### config.mk
export PLATFORM = sky130hd
export DESIGN_NAME = diagonal_ramp_stepper_flat
export DESIGN_NICKNAME = d
export VERILOG_FILES = /design/src/rtl/core/drs_pkg.sv /design/src/rtl/core/drs_in_if.sv /design/src/rtl/core/drs_out_if.sv /design/src/rtl/core/drs_cfg_regs.sv /design/src/rtl/core/drs_step_core.sv /design/src/rtl/core/diagonal_ramp_stepper.sv /design/src/flat_wrapper.sv
export VERILOG_INCLUDE_DIRS = /design/src /design/src/rtl/core
export SDC_FILE = /design/constraint.sdc
export NUM_CORES = 2
export LEC_CHECK = 0
export ABC_AREA = 1
export BUFFER_PORTS_ARGS = -buffer_cell sky130_fd_sc_hd__buf_4
export CAP_MARGIN = 20
export CORE_MARGIN = 8
export CORE_UTILIZATION = 55
export CTS_BUF_LIST = sky130_fd_sc_hd__clkbuf_16
export DETAILED_ROUTE_END_ITERATION = 10
export PLACE_DENSITY = 0.82
export SLEW_MARGIN = 20
export SYNTH_ARGS = -nofsm -noshare
export SYNTH_HDL_FRONTEND = slang
export SYNTH_SLANG_ARGS = --single-unit
### constraint.sdc
create_clock -name clk_i -period 11.5 [get_ports clk_i]
set_clock_uncertainty 0.05 [all_clocks]
set_input_delay 0.575 -clock clk_i [delete_from_list [all_inputs] [get_ports clk_i]]
set_output_delay 0.575 -clock clk_i [all_outputs]
set_load 0.01 [all_outputs]
### src/rtl/core/diagonal_ramp_stepper_macros.svh
// ----------------------------------------------------------------------------
// Diagonal ramp stepper assertion macros
// Shared property wrappers, clocked on the rising edge, off during reset.
// ----------------------------------------------------------------------------
`ifndef DIAGONAL_RAMP_STEPPER_MACROS_SVH
`define DIAGONAL_RAMP_STEPPER_MACROS_SVH

// antecedent implies consequent in the same cycle
`define DRS_ASSERT_SAME(lbl, clk, rst_n, ante, cons, msg) \
  lbl: assert property (@(posedge clk) disable iff (!rst_n) (ante) |-> (cons)) \
    else $error(msg);

// antecedent implies consequent in the next cycle
`define DRS_ASSERT_NEXT(lbl, clk, rst_n, ante, cons, msg) \
  lbl: assert property (@(posedge clk) disable iff (!rst_n) (ante) |=> (cons)) \
    else $error(msg);

`endif

### src/rtl/core/drs_pkg.sv
// ----------------------------------------------------------------------------
// Diagonal ramp stepper package
// Item, result and register types, codes and the follow-step function.
// ----------------------------------------------------------------------------
package drs_pkg;

  localparam int unsigned ValW   = 16;
  localparam int unsigned ChanW  = 4;
  localparam int unsigned RatioW = 24;
  localparam int unsigned GroupW = 8;
  localparam int unsigned AddrW  = 5;
  localparam int unsigned DataW  = 32;

  typedef enum logic {
    ACT_START = 1'b0,
    ACT_TICK  = 1'b1
  } action_e;

  typedef enum logic {
    KIND_START = 1'b0,
    KIND_STEP  = 1'b1
  } kind_e;

  typedef enum logic [2:0] {
    REG_LONG_START  = 3'd0,
    REG_LONG_FINAL  = 3'd1,
    REG_SHORT_START = 3'd2,
    REG_Z_START     = 3'd3,
    REG_STEP_SIZE   = 3'd4,
    REG_SHORT_RATIO = 3'd5,
    REG_Z_RATIO     = 3'd6,
    REG_MOVE_DELAY  = 3'd7
  } reg_idx_e;

  typedef struct packed {
    logic [ValW-1:0]   long_start;
    logic [ValW-1:0]   long_final;
    logic [ValW-1:0]   short_start;
    logic [ValW-1:0]   z_start;
    logic [GroupW-1:0] step_size;
    logic [RatioW-1:0] short_ratio;
    logic [RatioW-1:0] z_ratio;
    logic [RatioW-1:0] move_delay;
  } cfg_t;

  localparam cfg_t CfgReset = '{
    long_start:  '0,
    long_final:  '0,
    short_start: '0,
    z_start:     '0,
    step_size:   GroupW'(1),
    short_ratio: '0,
    z_ratio:     '0,
    move_delay:  '0
  };

  typedef struct packed {
    logic             action;
    logic [ChanW-1:0] short_channel;
    logic [ChanW-1:0] long_channel;
    logic             const_z;
    logic             z_up;
    logic             read_on;
    logic             long_up;
    logic             short_up;
  } in_item_t;

  typedef struct packed {
    logic const_z;
    logic z_up;
    logic read_on;
    logic long_up;
    logic short_up;
  } mode_t;

  typedef struct packed {
    logic             kind;
    logic [ChanW-1:0] long_dac_channel;
    logic [ChanW-1:0] short_dac_channel;
    logic [ValW-1:0]  long_value;
    logic [ValW-1:0]  short_value;
    logic [ValW-1:0]  z_value;
    logic             read_pulse;
    logic             done_res;
  } res_t;

  // move value one toward its direction while ratio * offset <= long offset
  function automatic logic [ValW-1:0] follow_step(
    input logic [ValW-1:0]   value,
    input logic [ValW-1:0]   start,
    input logic              up,
    input logic [RatioW-1:0] ratio,
    input logic [ValW-1:0]   loff
  );
    logic [ValW-1:0]        off;
    logic [RatioW+ValW-1:0] prod;
    logic [ValW-1:0]        res;
    off  = up ? (value - start) : (start - value);
    prod = (RatioW+ValW)'(ratio) * (RatioW+ValW)'(off);
    res  = value;
    if (prod <= (RatioW+ValW)'(loff)) begin
      res = up ? (value + ValW'(1)) : (value - ValW'(1));
    end
    return res;
  endfunction

endpackage

### src/rtl/core/drs_in_if.sv
// ----------------------------------------------------------------------------
// Diagonal ramp stepper input channel
// Valid/ready channel carrying one start or tick item.
// ----------------------------------------------------------------------------
interface drs_in_if;
  logic       valid;
  logic       ready;
  logic       action;
  logic [3:0] short_channel;
  logic [3:0] long_channel;
  logic       const_z;
  logic       z_up;
  logic       read_on;
  logic       long_up;
  logic       short_up;

  modport source (
    output valid, action, short_channel, long_channel, const_z, z_up, read_on,
           long_up, short_up,
    input  ready
  );

  modport sink (
    input  valid, action, short_channel, long_channel, const_z, z_up, read_on,
           long_up, short_up,
    output ready
  );
endinterface

### src/rtl/core/drs_out_if.sv
// ----------------------------------------------------------------------------
// Diagonal ramp stepper output channel
// Valid/ready channel carrying one start or step result item.
// ----------------------------------------------------------------------------
interface drs_out_if;
  logic        valid;
  logic        ready;
  logic        kind;
  logic [3:0]  long_dac_channel;
  logic [3:0]  short_dac_channel;
  logic [15:0] long_value;
  logic [15:0] short_value;
  logic [15:0] z_value;
  logic        read_pulse;
  logic        done_res;

  modport source (
    output valid, kind, long_dac_channel, short_dac_channel, long_value,
           short_value, z_value, read_pulse, done_res,
    input  ready
  );

  modport sink (
    input  valid, kind, long_dac_channel, short_dac_channel, long_value,
           short_value, z_value, read_pulse, done_res,
    output ready
  );
endinterface

### src/rtl/core/drs_cfg_regs.sv
// ----------------------------------------------------------------------------
// Diagonal ramp stepper configuration registers
// APB register file for the ramp start and final values, ratios, group size and delay.
// ----------------------------------------------------------------------------
module drs_cfg_regs (
  input  logic                         clk_i,
  input  logic                         rst_ni,
  input  logic                         psel,
  input  logic                         penable,
  input  logic                         pwrite,
  input  logic [drs_pkg::AddrW-1:0]    paddr,
  input  logic [drs_pkg::DataW-1:0]    pwdata,
  output logic [drs_pkg::DataW-1:0]    prdata,
  output logic                         pready,
  output drs_pkg::cfg_t                cfg_o
);
  import drs_pkg::*;

  cfg_t     cfg_q, cfg_d;
  reg_idx_e idx;
  logic     wr_en;

  assign idx    = reg_idx_e'(paddr[AddrW-1:2]);
  assign wr_en  = psel && penable && pwrite;
  assign pready = 1'b1;
  assign cfg_o  = cfg_q;

  always_comb begin
    cfg_d = cfg_q;
    if (wr_en) begin
      case (idx)
        REG_LONG_START:  cfg_d.long_start  = pwdata[ValW-1:0];
        REG_LONG_FINAL:  cfg_d.long_final  = pwdata[ValW-1:0];
        REG_SHORT_START: cfg_d.short_start = pwdata[ValW-1:0];
        REG_Z_START:     cfg_d.z_start     = pwdata[ValW-1:0];
        REG_STEP_SIZE:   cfg_d.step_size   = pwdata[GroupW-1:0];
        REG_SHORT_RATIO: cfg_d.short_ratio = pwdata[RatioW-1:0];
        REG_Z_RATIO:     cfg_d.z_ratio     = pwdata[RatioW-1:0];
        REG_MOVE_DELAY:  cfg_d.move_delay  = pwdata[RatioW-1:0];
        default:         cfg_d = cfg_q;
      endcase
    end
  end

  always_comb begin
    case (idx)
      REG_LONG_START:  prdata = DataW'(cfg_q.long_start);
      REG_LONG_FINAL:  prdata = DataW'(cfg_q.long_final);
      REG_SHORT_START: prdata = DataW'(cfg_q.short_start);
      REG_Z_START:     prdata = DataW'(cfg_q.z_start);
      REG_STEP_SIZE:   prdata = DataW'(cfg_q.step_size);
      REG_SHORT_RATIO: prdata = DataW'(cfg_q.short_ratio);
      REG_Z_RATIO:     prdata = DataW'(cfg_q.z_ratio);
      REG_MOVE_DELAY:  prdata = DataW'(cfg_q.move_delay);
      default:         prdata = '0;
    endcase
  end

  always_ff @(posedge clk_i or negedge rst_ni) begin
    if (!rst_ni) begin
      cfg_q <= CfgReset;
    end else begin
      cfg_q <= cfg_d;
    end
  end

endmodule

### src/rtl/core/drs_step_core.sv
// ----------------------------------------------------------------------------
// Diagonal ramp stepper step core
// Input register, ramp state, single-pass step logic and result register.
// ----------------------------------------------------------------------------
`include "diagonal_ramp_stepper_macros.svh"

module drs_step_core (
  input  logic          clk_i,
  input  logic          rst_ni,
  input  drs_pkg::cfg_t cfg_i,
  drs_in_if.sink        in_if,
  drs_out_if.source     out_if
);
  import drs_pkg::*;

  logic              in_vld_q;
  in_item_t          in_q;
  logic              advance;

  logic              active_q, active_d;
  logic [ValW-1:0]   long_q, long_d;
  logic [ValW-1:0]   short_q, short_d;
  logic [ValW-1:0]   z_q, z_d;
  logic [GroupW-1:0] group_q, group_d;
  logic [RatioW-1:0] delay_q, delay_d;
  mode_t             mode_q, mode_d;
  logic [ChanW-1:0]  lchan_q, lchan_d;
  logic [ChanW-1:0]  schan_q, schan_d;

  logic              out_vld_q;
  res_t              out_q;
  res_t              res;
  logic              produce;

  logic [RatioW:0]   delay_inc;
  logic [ValW-1:0]   loff;
  logic [GroupW-1:0] group_inc;
  logic [GroupW-1:0] limit;

  assign advance  = in_vld_q && (!out_vld_q || out_if.ready);
  assign in_if.ready = !in_vld_q || advance;

  always_ff @(posedge clk_i or negedge rst_ni) begin
    if (!rst_ni) begin
      in_vld_q <= 1'b0;
    end else if (in_if.ready) begin
      in_vld_q <= in_if.valid;
    end
  end

  always_ff @(posedge clk_i) begin
    if (in_if.ready && in_if.valid) begin
      in_q <= '{action: in_if.action, short_channel: in_if.short_channel,
                long_channel: in_if.long_channel, const_z: in_if.const_z,
                z_up: in_if.z_up, read_on: in_if.read_on,
                long_up: in_if.long_up, short_up: in_if.short_up};
    end
  end

  assign delay_inc = {1'b0, delay_q} + (RatioW+1)'(1);
  assign loff      = mode_q.long_up ? (long_q - cfg_i.long_start)
                                    : (cfg_i.long_start - long_q);
  assign group_inc = group_q + GroupW'(1);
  assign limit     = (cfg_i.step_size == '0) ? GroupW'(1) : cfg_i.step_size;

  always_comb begin
    active_d = active_q;
    long_d   = long_q;
    short_d  = short_q;
    z_d      = z_q;
    group_d  = group_q;
    delay_d  = delay_q;
    mode_d   = mode_q;
    lchan_d  = lchan_q;
    schan_d  = schan_q;
    produce  = 1'b0;
    res      = '0;

    if (in_q.action == ACT_START) begin
      lchan_d  = in_q.long_channel;
      schan_d  = in_q.short_channel;
      mode_d   = '{const_z: in_q.const_z, z_up: in_q.z_up, read_on: in_q.read_on,
                   long_up: in_q.long_up, short_up: in_q.short_up};
      long_d   = cfg_i.long_start;
      short_d  = cfg_i.short_start;
      z_d      = cfg_i.z_start;
      group_d  = '0;
      delay_d  = '0;
      active_d = 1'b1;
      produce  = 1'b1;
      res.kind              = KIND_START;
      res.long_dac_channel  = in_q.long_channel;
      res.short_dac_channel = in_q.short_channel;
      res.long_value        = cfg_i.long_start;
      res.short_value       = cfg_i.short_start;
      res.z_value           = cfg_i.z_start;
    end else if (active_q) begin
      if (delay_inc < {1'b0, cfg_i.move_delay}) begin
        delay_d = delay_inc[RatioW-1:0];
      end else begin
        delay_d = '0;
        produce = 1'b1;
        short_d = follow_step(short_q, cfg_i.short_start, mode_q.short_up,
                              cfg_i.short_ratio, loff);
        if (!mode_q.const_z) begin
          z_d = follow_step(z_q, cfg_i.z_start, mode_q.z_up, cfg_i.z_ratio, loff);
        end
        res.kind              = KIND_STEP;
        res.long_dac_channel  = lchan_q;
        res.short_dac_channel = schan_q;
        res.long_value        = long_q;
        res.short_value       = short_d;
        res.z_value           = z_d;
        if (long_q == cfg_i.long_final) begin
          res.done_res = 1'b1;
          active_d     = 1'b0;
        end else begin
          long_d  = mode_q.long_up ? (long_q + ValW'(1)) : (long_q - ValW'(1));
          group_d = group_inc;
          if (group_inc >= limit || group_inc == '0) begin
            group_d        = '0;
            res.read_pulse = mode_q.read_on;
          end
        end
      end
    end
  end

  always_ff @(posedge clk_i or negedge rst_ni) begin
    if (!rst_ni) begin
      active_q <= 1'b0;
      long_q   <= '0;
      short_q  <= '0;
      z_q      <= '0;
      group_q  <= '0;
      delay_q  <= '0;
      mode_q   <= '0;
      lchan_q  <= '0;
      schan_q  <= '0;
    end else if (advance) begin
      active_q <= active_d;
      long_q   <= long_d;
      short_q  <= short_d;
      z_q      <= z_d;
      group_q  <= group_d;
      delay_q  <= delay_d;
      mode_q   <= mode_d;
      lchan_q  <= lchan_d;
      schan_q  <= schan_d;
    end
  end

  always_ff @(posedge clk_i or negedge rst_ni) begin
    if (!rst_ni) begin
      out_vld_q <= 1'b0;
    end else if (advance && produce) begin
      out_vld_q <= 1'b1;
    end else if (out_if.ready) begin
      out_vld_q <= 1'b0;
    end
  end

  always_ff @(posedge clk_i) begin
    if (advance && produce) begin
      out_q <= res;
    end
  end

  assign out_if.valid             = out_vld_q;
  assign out_if.kind              = out_q.kind;
  assign out_if.long_dac_channel  = out_q.long_dac_channel;
  assign out_if.short_dac_channel = out_q.short_dac_channel;
  assign out_if.long_value        = out_q.long_value;
  assign out_if.short_value       = out_q.short_value;
  assign out_if.z_value           = out_q.z_value;
  assign out_if.read_pulse        = out_q.read_pulse;
  assign out_if.done_res          = out_q.done_res;

  `DRS_ASSERT_SAME(a_start_flags, clk_i, rst_ni,
                   out_vld_q && out_q.kind == KIND_START,
                   !out_q.read_pulse && !out_q.done_res,
                   "start item carries a pulse or done flag")
  `DRS_ASSERT_SAME(a_pulse_done, clk_i, rst_ni, out_vld_q,
                   !(out_q.read_pulse && out_q.done_res),
                   "read pulse on a done step")
  `DRS_ASSERT_NEXT(a_done_idle, clk_i, rst_ni, advance && produce && res.done_res,
                   !active_q, "ramp still active after done step")
  `DRS_ASSERT_NEXT(a_start_load, clk_i, rst_ni, advance && in_q.action == ACT_START,
                   active_q && group_q == '0 && delay_q == '0,
                   "start item did not reload the ramp state")

endmodule

### src/rtl/core/diagonal_ramp_stepper.sv
// ----------------------------------------------------------------------------
// Diagonal ramp stepper
// Steps a long DAC channel and lets a short channel and a z offset follow.
//
//   channel  | dir | handshake              | item
//   in_i     | in  | valid/ready            | start or microsecond tick
//   out_o    | out | valid/ready            | start value or ramp step
//   apb      | in  | psel/penable, pready=1 | configuration register access
//
// One item per cycle while the result is not stalled: input register, then
// one pass of step logic (two 24x16 multiply-compares) into the result
// register. Reset clears the ramp state; registers come up zero, step_size
// one. A waiting result holds while one more item waits in the input register.
// ----------------------------------------------------------------------------
module diagonal_ramp_stepper (
  input  logic                      clk_i,
  input  logic                      rst_ni,
  input  logic                      psel,
  input  logic                      penable,
  input  logic                      pwrite,
  input  logic [drs_pkg::AddrW-1:0] paddr,
  input  logic [drs_pkg::DataW-1:0] pwdata,
  output logic [drs_pkg::DataW-1:0] prdata,
  output logic                      pready,
  drs_in_if.sink                    in_i,
  drs_out_if.source                 out_o
);
  import drs_pkg::*;

  cfg_t cfg;

  drs_cfg_regs u_cfg (
    .clk_i   (clk_i),
    .rst_ni  (rst_ni),
    .psel    (psel),
    .penable (penable),
    .pwrite  (pwrite),
    .paddr   (paddr),
    .pwdata  (pwdata),
    .prdata  (prdata),
    .pready  (pready),
    .cfg_o   (cfg)
  );

  drs_step_core u_core (
    .clk_i  (clk_i),
    .rst_ni (rst_ni),
    .cfg_i  (cfg),
    .in_if  (in_i),
    .out_if (out_o)
  );

endmodule

### src/flat_wrapper.sv
// flat-port wrapper written by rule: the top's interface ports become plain ports
module diagonal_ramp_stepper_flat import drs_pkg::*;
  (clk_i, rst_ni, psel, penable, pwrite, paddr, pwdata, prdata, pready, in_i_valid, in_i_action, in_i_short_channel, in_i_long_channel, in_i_const_z, in_i_z_up, in_i_read_on, in_i_long_up, in_i_short_up, in_i_ready, out_o_valid, out_o_kind, out_o_long_dac_channel, out_o_short_dac_channel, out_o_long_value, out_o_short_value, out_o_z_value, out_o_read_pulse, out_o_done_res, out_o_ready);
  drs_in_if in_i_i ();
  drs_out_if out_o_i ();
  input  logic clk_i;
  input  logic rst_ni;
  input  logic psel;
  input  logic penable;
  input  logic pwrite;
  input  logic [drs_pkg::AddrW-1:0] paddr;
  input  logic [drs_pkg::DataW-1:0] pwdata;
  output logic [drs_pkg::DataW-1:0] prdata;
  output logic pready;
  input wire logic [$bits(in_i_i.valid)-1:0] in_i_valid;
  input wire logic [$bits(in_i_i.action)-1:0] in_i_action;
  input wire logic [$bits(in_i_i.short_channel)-1:0] in_i_short_channel;
  input wire logic [$bits(in_i_i.long_channel)-1:0] in_i_long_channel;
  input wire logic [$bits(in_i_i.const_z)-1:0] in_i_const_z;
  input wire logic [$bits(in_i_i.z_up)-1:0] in_i_z_up;
  input wire logic [$bits(in_i_i.read_on)-1:0] in_i_read_on;
  input wire logic [$bits(in_i_i.long_up)-1:0] in_i_long_up;
  input wire logic [$bits(in_i_i.short_up)-1:0] in_i_short_up;
  output wire logic [$bits(in_i_i.ready)-1:0] in_i_ready;
  output wire logic [$bits(out_o_i.valid)-1:0] out_o_valid;
  output wire logic [$bits(out_o_i.kind)-1:0] out_o_kind;
  output wire logic [$bits(out_o_i.long_dac_channel)-1:0] out_o_long_dac_channel;
  output wire logic [$bits(out_o_i.short_dac_channel)-1:0] out_o_short_dac_channel;
  output wire logic [$bits(out_o_i.long_value)-1:0] out_o_long_value;
  output wire logic [$bits(out_o_i.short_value)-1:0] out_o_short_value;
  output wire logic [$bits(out_o_i.z_value)-1:0] out_o_z_value;
  output wire logic [$bits(out_o_i.read_pulse)-1:0] out_o_read_pulse;
  output wire logic [$bits(out_o_i.done_res)-1:0] out_o_done_res;
  input wire logic [$bits(out_o_i.ready)-1:0] out_o_ready;
  assign in_i_i.valid = in_i_valid;
  assign in_i_i.action = in_i_action;
  assign in_i_i.short_channel = in_i_short_channel;
  assign in_i_i.long_channel = in_i_long_channel;
  assign in_i_i.const_z = in_i_const_z;
  assign in_i_i.z_up = in_i_z_up;
  assign in_i_i.read_on = in_i_read_on;
  assign in_i_i.long_up = in_i_long_up;
  assign in_i_i.short_up = in_i_short_up;
  assign in_i_ready = in_i_i.ready;
  assign out_o_valid = out_o_i.valid;
  assign out_o_kind = out_o_i.kind;
  assign out_o_long_dac_channel = out_o_i.long_dac_channel;
  assign out_o_short_dac_channel = out_o_i.short_dac_channel;
  assign out_o_long_value = out_o_i.long_value;
  assign out_o_short_value = out_o_i.short_value;
  assign out_o_z_value = out_o_i.z_value;
  assign out_o_read_pulse = out_o_i.read_pulse;
  assign out_o_done_res = out_o_i.done_res;
  assign out_o_i.ready = out_o_ready;
  diagonal_ramp_stepper u_core (.clk_i(clk_i), .rst_ni(rst_ni), .psel(psel), .penable(penable), .pwrite(pwrite), .paddr(paddr), .pwdata(pwdata), .prdata(prdata), .pready(pready), .in_i(in_i_i), .out_o(out_o_i));
endmodule
# Word-level counts from Yosys, hierarchy flattened
# Cells that the tools add are included.
dict set report word_totals {
  register_bits 313
  latch_bits 0
  ram_bits 0
  rom_bits 0
  in_bits 58
  out_inout_bits 94
  elab_cells 146
  mem_count 0
}
dict set report op_classes {
  n_addsub 14
  multipliers 2
  div_mod_pow 0
  n_lt_le_gt_ge 4
  eq_ne 11
  n_shift 0
  muxes 44
  n_bitwise 3
  reduce_logical 29
}
# cell count
set ops {}
lappend ops {{$mux 16} 19}
lappend ops {{$pmux 32 s8} 1}
lappend ops {{$sub 16x16->16} 6}
lappend ops {{$le 40x16->1} 2}
lappend ops {{$mul 24x16->40} 2}
lappend ops {{$mux 24} 3}
lappend ops {{$mux 59} 1}
lappend ops {{$mux 58} 1}
lappend ops {{$mux 56} 1}
lappend ops {{$add 16x1->16 const B} 3}
lappend ops {{$mux 8} 6}
lappend ops {{$sub 16x1->16 const B} 3}
lappend ops {{$add 24x1->25 const B} 1}
lappend ops {{$lt 25x24->1} 1}
lappend ops {{$reduce_and 2->1} 11}
lappend ops {{$eq 16x16->1} 1}
lappend ops {{$logic_not 8->1} 2}
lappend ops {{$eq 3x3->1 const B} 4}
lappend ops {{$mux 1} 12}
lappend ops {{$add 8x1->8 const B} 1}
lappend ops {{$ge 8x8->1} 1}
lappend ops {{$eq 3x2->1 const B} 2}
lappend ops {{$logic_and 1x1->1} 5}
lappend ops {{$reduce_or 5->1} 1}
lappend ops {{11 further kinds} 17}

# Depth between registers and ports, before layout
dict set report depth {
  ltp_word 9
  depth_mapped 56
  mapped_depth_nobuf 54
}

# Modules after synthesis
# From an unflattened synthesis, not the netlist that was laid out.
dict set report unflattened {
  hier_cells 6505
  area_unflattened_um2 48519.0
}
# mod n_inst cells_each area_per_inst_um2 seq_area_each_um2
set by_module_without_submodules {}
lappend by_module_without_submodules {drs_step_core 1 5692 41806.3 4594.4}
lappend by_module_without_submodules {drs_cfg_regs 1 813 6712.7 3604.7}

# Worst setup path after synthesis
# Ideal clock, no wire load.
dict set report synth_path {
  path_type {reg-to-reg}
  from {register u_core.u_core.short_q[0]}
  to {register u_core.u_core.out_q (netlist bit u_core.u_core.out_if.short_value[12]) (data pin)}
  arrival_time_ns 7.844
  required_time_ns 11.191
  setup_slack_ns 3.347
  stages_incl_launch_ff 49
  n_path_buf 2
  synth_period_minus_slack_ns 8.153
  cell_sequence {dfrtp_1 -> inv_1 -> ha_1 -> fa_1 -> nor2_1 -> a211oi_1 -> inv_1 -> a21oi_1 -> nand2_1 -> o21ai_1 -> nor2_1 -> a21oi_1 -> o21ai_0 -> or2_0 -> nand2_1 -> buf_2 -> nor2_1 -> fa_1 -> (+13 left out) -> nand2_1 -> xor2_1 -> ha_1 -> a21oi_1 -> o21ai_0 -> nor2_1 -> nand2_1 -> nand2_1 -> nand2_1 -> nor2_1 -> nand2_1 -> nor2_1 -> nand3_2 -> nor2_8 -> buf_6 -> nand3_1 -> nand3_1 -> a21oi_1}
}
# element line
set synth_rtl {}
lappend synth_rtl {{start: declaration} drs_step_core.sv:22} ;# logic [ValW-1:0] short_q, short_d;
lappend synth_rtl {{start signal: assignment} drs_step_core.sv:143} ;# short_q <= short_d;
lappend synth_rtl {{end signal: assignment} drs_step_core.sv:165} ;# out_q <= res;
lappend synth_rtl {{end: declaration} drs_step_core.sv:31} ;# res_t out_q;

==> metrics <==
register area share after synthesis=17.1%; H-Tree Depth=2; r2r setup slk=1.24 ns; vias in the first global route=43700; DR WL/cell=slightly above 20 µm; total grt overflow=0; Syn-to-layout area delta=6.74%; CP required=approximately 12 ns; RSZ-0062 raised after global routing=no; Critical Path End Type=register; Finish-stage setup viols=0; syn avg cell area=about 7.5 µm²; status=complete, but fails checks; largest stage delay on the critical path=0.61 ns; vias per cell=5.74; Clock Tree Buf Depth=3; worst-path cell with the longest stage delay=inv_1; Most common cell on crit path=nand2_1; Syn Std Cell Area=47800 µm²; ys flop type=dfrtp_1; clock tree sinks=313; Die ar.=96700 µm²; CTS Hold Buffers Added=0; layout cells sized above 1=under 10%; final hold vios=10; Yosys top cell area share=26.0%; input/output buffers=132; routed vias=about 44000; largest net degree at the start of global routing=109; failing checks=negative hold slack; global-route usage over all layers=31.3%; # fillers=~8000; drt first-iter violations=4879; Synth top cells by count=nand2_1 (1741), inv_1 (1296), fa_1 (621); initial antenna violation count=11; Worst Tran Pin Value=~1.1 ns; clock latency at the later pin of the worst-skew pair=slightly below 0.6 ns; number of synthesized flops with an enable pin=73; path depth of the worst reg2reg path=42; most frequent cell after synthesis=nand2_1; first-pass GRT wire length=approximately 240 mm; detailed placer's ending HPWL=123 mm; Critical Path AT=10.58 ns; RD Place Congestion=between 1 and 1.5; Nets=about 7500; Tmin final=10.26 ns; post-cts repair resize count=0; highest clock rate=0.0975 GHz; Mapped Cells=6405; clock slew at reported path FFs=about 0.060 ns; critical path class=reg -> reg; CTS tree=done; count of different cell masters after synthesis=between 60 and 70; top post-synthesis cells by area=fa_1 (26%), nand2_1 (14%), dfrtp_1 (13%), ha_1 (11%), inv_1 (10%); Relative slew margins=roughly 29%; number of max-cap violations=0; TNS Setup=0 ns; drt total wl=153 mm; startpoint types=register; Num CTS Buffers=38; Initial Util=55.3%; final hold slack=-0.0198 ns; Slew Limit Fails=0; DRC viols=0; Top Ports=152; Synth Register Bits=around 310; period utilization=89.2%; DR pass1 iterations=6; async set or reset register ratio after synthesis=76.7%; core area=between 80000 and 90000 µm²; crit path max fanout=18; chip height=311 µm; HP Class=in -> async; synth warn=0; post-synth top area cell=fa_1; Antenna Violating Nets Remaining=0; Setup Fix Bufs, Post-CTS=0; row count=108; chip width=311 µm; Root Driver=clkbuf_16
==> metrics by stage <==
| step | setup WS (ns) | std cells | utilization, % | area (µm²) | hold slack (ns) |
|---|---|---|---|---|---|
| CTS | 1.51 | 7609 | 59.0 | 51000 | 0.0347 |
| floorplan | 3.35 | 6412 | - | 47900 | 0.229 |
| global placement | 1.69 | 7540 | 57.6 | 49800 | 0.385 |
| global route | 0.664 | 7609 | 59.0 | 51000 | 0.0726 |
| detailed placement | 1.57 | 7540 | 57.6 | 49800 | 0.394 |
| finish | 1.24 | 7614 | 59.0 | 51100 | -0.0198 |
==> cells in the final DEF, fill, tap and decap left out, drive strengths merged, types with 6 or more instances in the layout <==
| cell | instances |
|---|---|
| a21oi | 278 |
| a221oi | 8 |
| conb | 9 |
| o21a | 8 |
| clkbuf | 38 |
| o21ai | 333 |
| clkinv | 28 |
| inv | 1323 |
| o22ai | 48 |
| o221ai | 10 |
| xor2 | 93 |
| or2 | 20 |
| edfxtp | 73 |
| nor4 | 9 |
| nand3b | 9 |
| nor3 | 26 |
| xnor2 | 40 |
| a21o | 8 |
| nor2 | 517 |
| fa | 621 |
| and2 | 6 |
| a31oi | 10 |
| o21bai | 7 |
| nand3 | 219 |
| a21boi | 8 |
| o2111ai | 16 |
| o211ai | 20 |
| nand4 | 40 |
| dfrtp | 239 |
| nand2 | 1757 |
| buf | 178 |
| ha | 423 |
==> metal layers <==
layer  vias up  GRT usage, %  routed length [µm]
li1      19700             -                   -
met1     20900          41.6               59900
met2      2592          46.1               64000
met5         -             0                  30
met4         4          17.2               10400
met3       560          8.82               19000
==> path summary, 6_finish.rpt <==
kind	startpoint	to
max in group asynchronous	rst_ni	u_core.u_cfg.cfg_o[65]
max	u_core.u_cfg.cfg_o[96]	u_core.u_core.out_if.short_value[0]
min in group clk_i	in_i_action	u_core.u_core.in_q[13]
max reg2reg	u_core.u_cfg.cfg_o[96]	u_core.u_core.out_if.short_value[0]
min reg2reg	u_core.u_core.in_q[4]	u_core.u_core.mode_q[4]
min	rst_ni	u_core.u_core.mode_q[3]
==> worst max-delay path: cells and delay by family, from the launching register on <==
family / cells / cell delay [ns]
adder cells (fa/ha/maj): 9 / 4.11
AND/OR/NAND/NOR: 24 / 3.71
flip-flops: 1 / 0.43
AO/OA/AOI/OAI: 5 / 0.75
buffers and inverters: 4 / 0.91
==> sequential cells by signal (all words and copies together), names as in the netlist, 4 cells and up <==
name and count:
u_core.u_core.short_q 16, u_core.u_core.mode_q 5, u_core.u_core.delay_q 24, u_core.u_core.lchan_q 4
u_core.u_core.out_if.long_dac_channel 4, u_core.u_core.schan_q 4, u_core.u_core.z_q 16, u_core.u_cfg.cfg_o 144
u_core.u_core.in_q 14, u_core.u_core.group_q 8, u_core.u_core.out_if.long_value 16, u_core.u_core.long_q 16
u_core.u_core.out_if.z_value 16, u_core.u_core.out_if.short_dac_channel 4, u_core.u_core.out_if.short_value 16
==> final cells by class <==
class                   instances  area [µm²]  share of cell area (%)
flip-flops and latches        313        8200                    16.1
well taps                    1155        1450                    2.83
clock inverters                31         270                   0.529
inverters                    1323        4970                    9.73
diodes                          5        12.5                  0.0245
clock buffers                  38         951                    1.86
repair buffers                178        1350                    2.64
multi-input cells            4571       33900                    66.3
==> kinds of logic after synthesis <==
logic type,share of synthesized area [%]
mux,0.0628
xor+xnor,2.45
flops,17.1
compound gates,8.96
simple gates,22.1
other cells,0.0157
fa+ha+maj,37.1
buf+inv,12.2
Power is not shown: default switching activity piles up to over one toggle a cycle in this logic, so the estimate is an artifact.
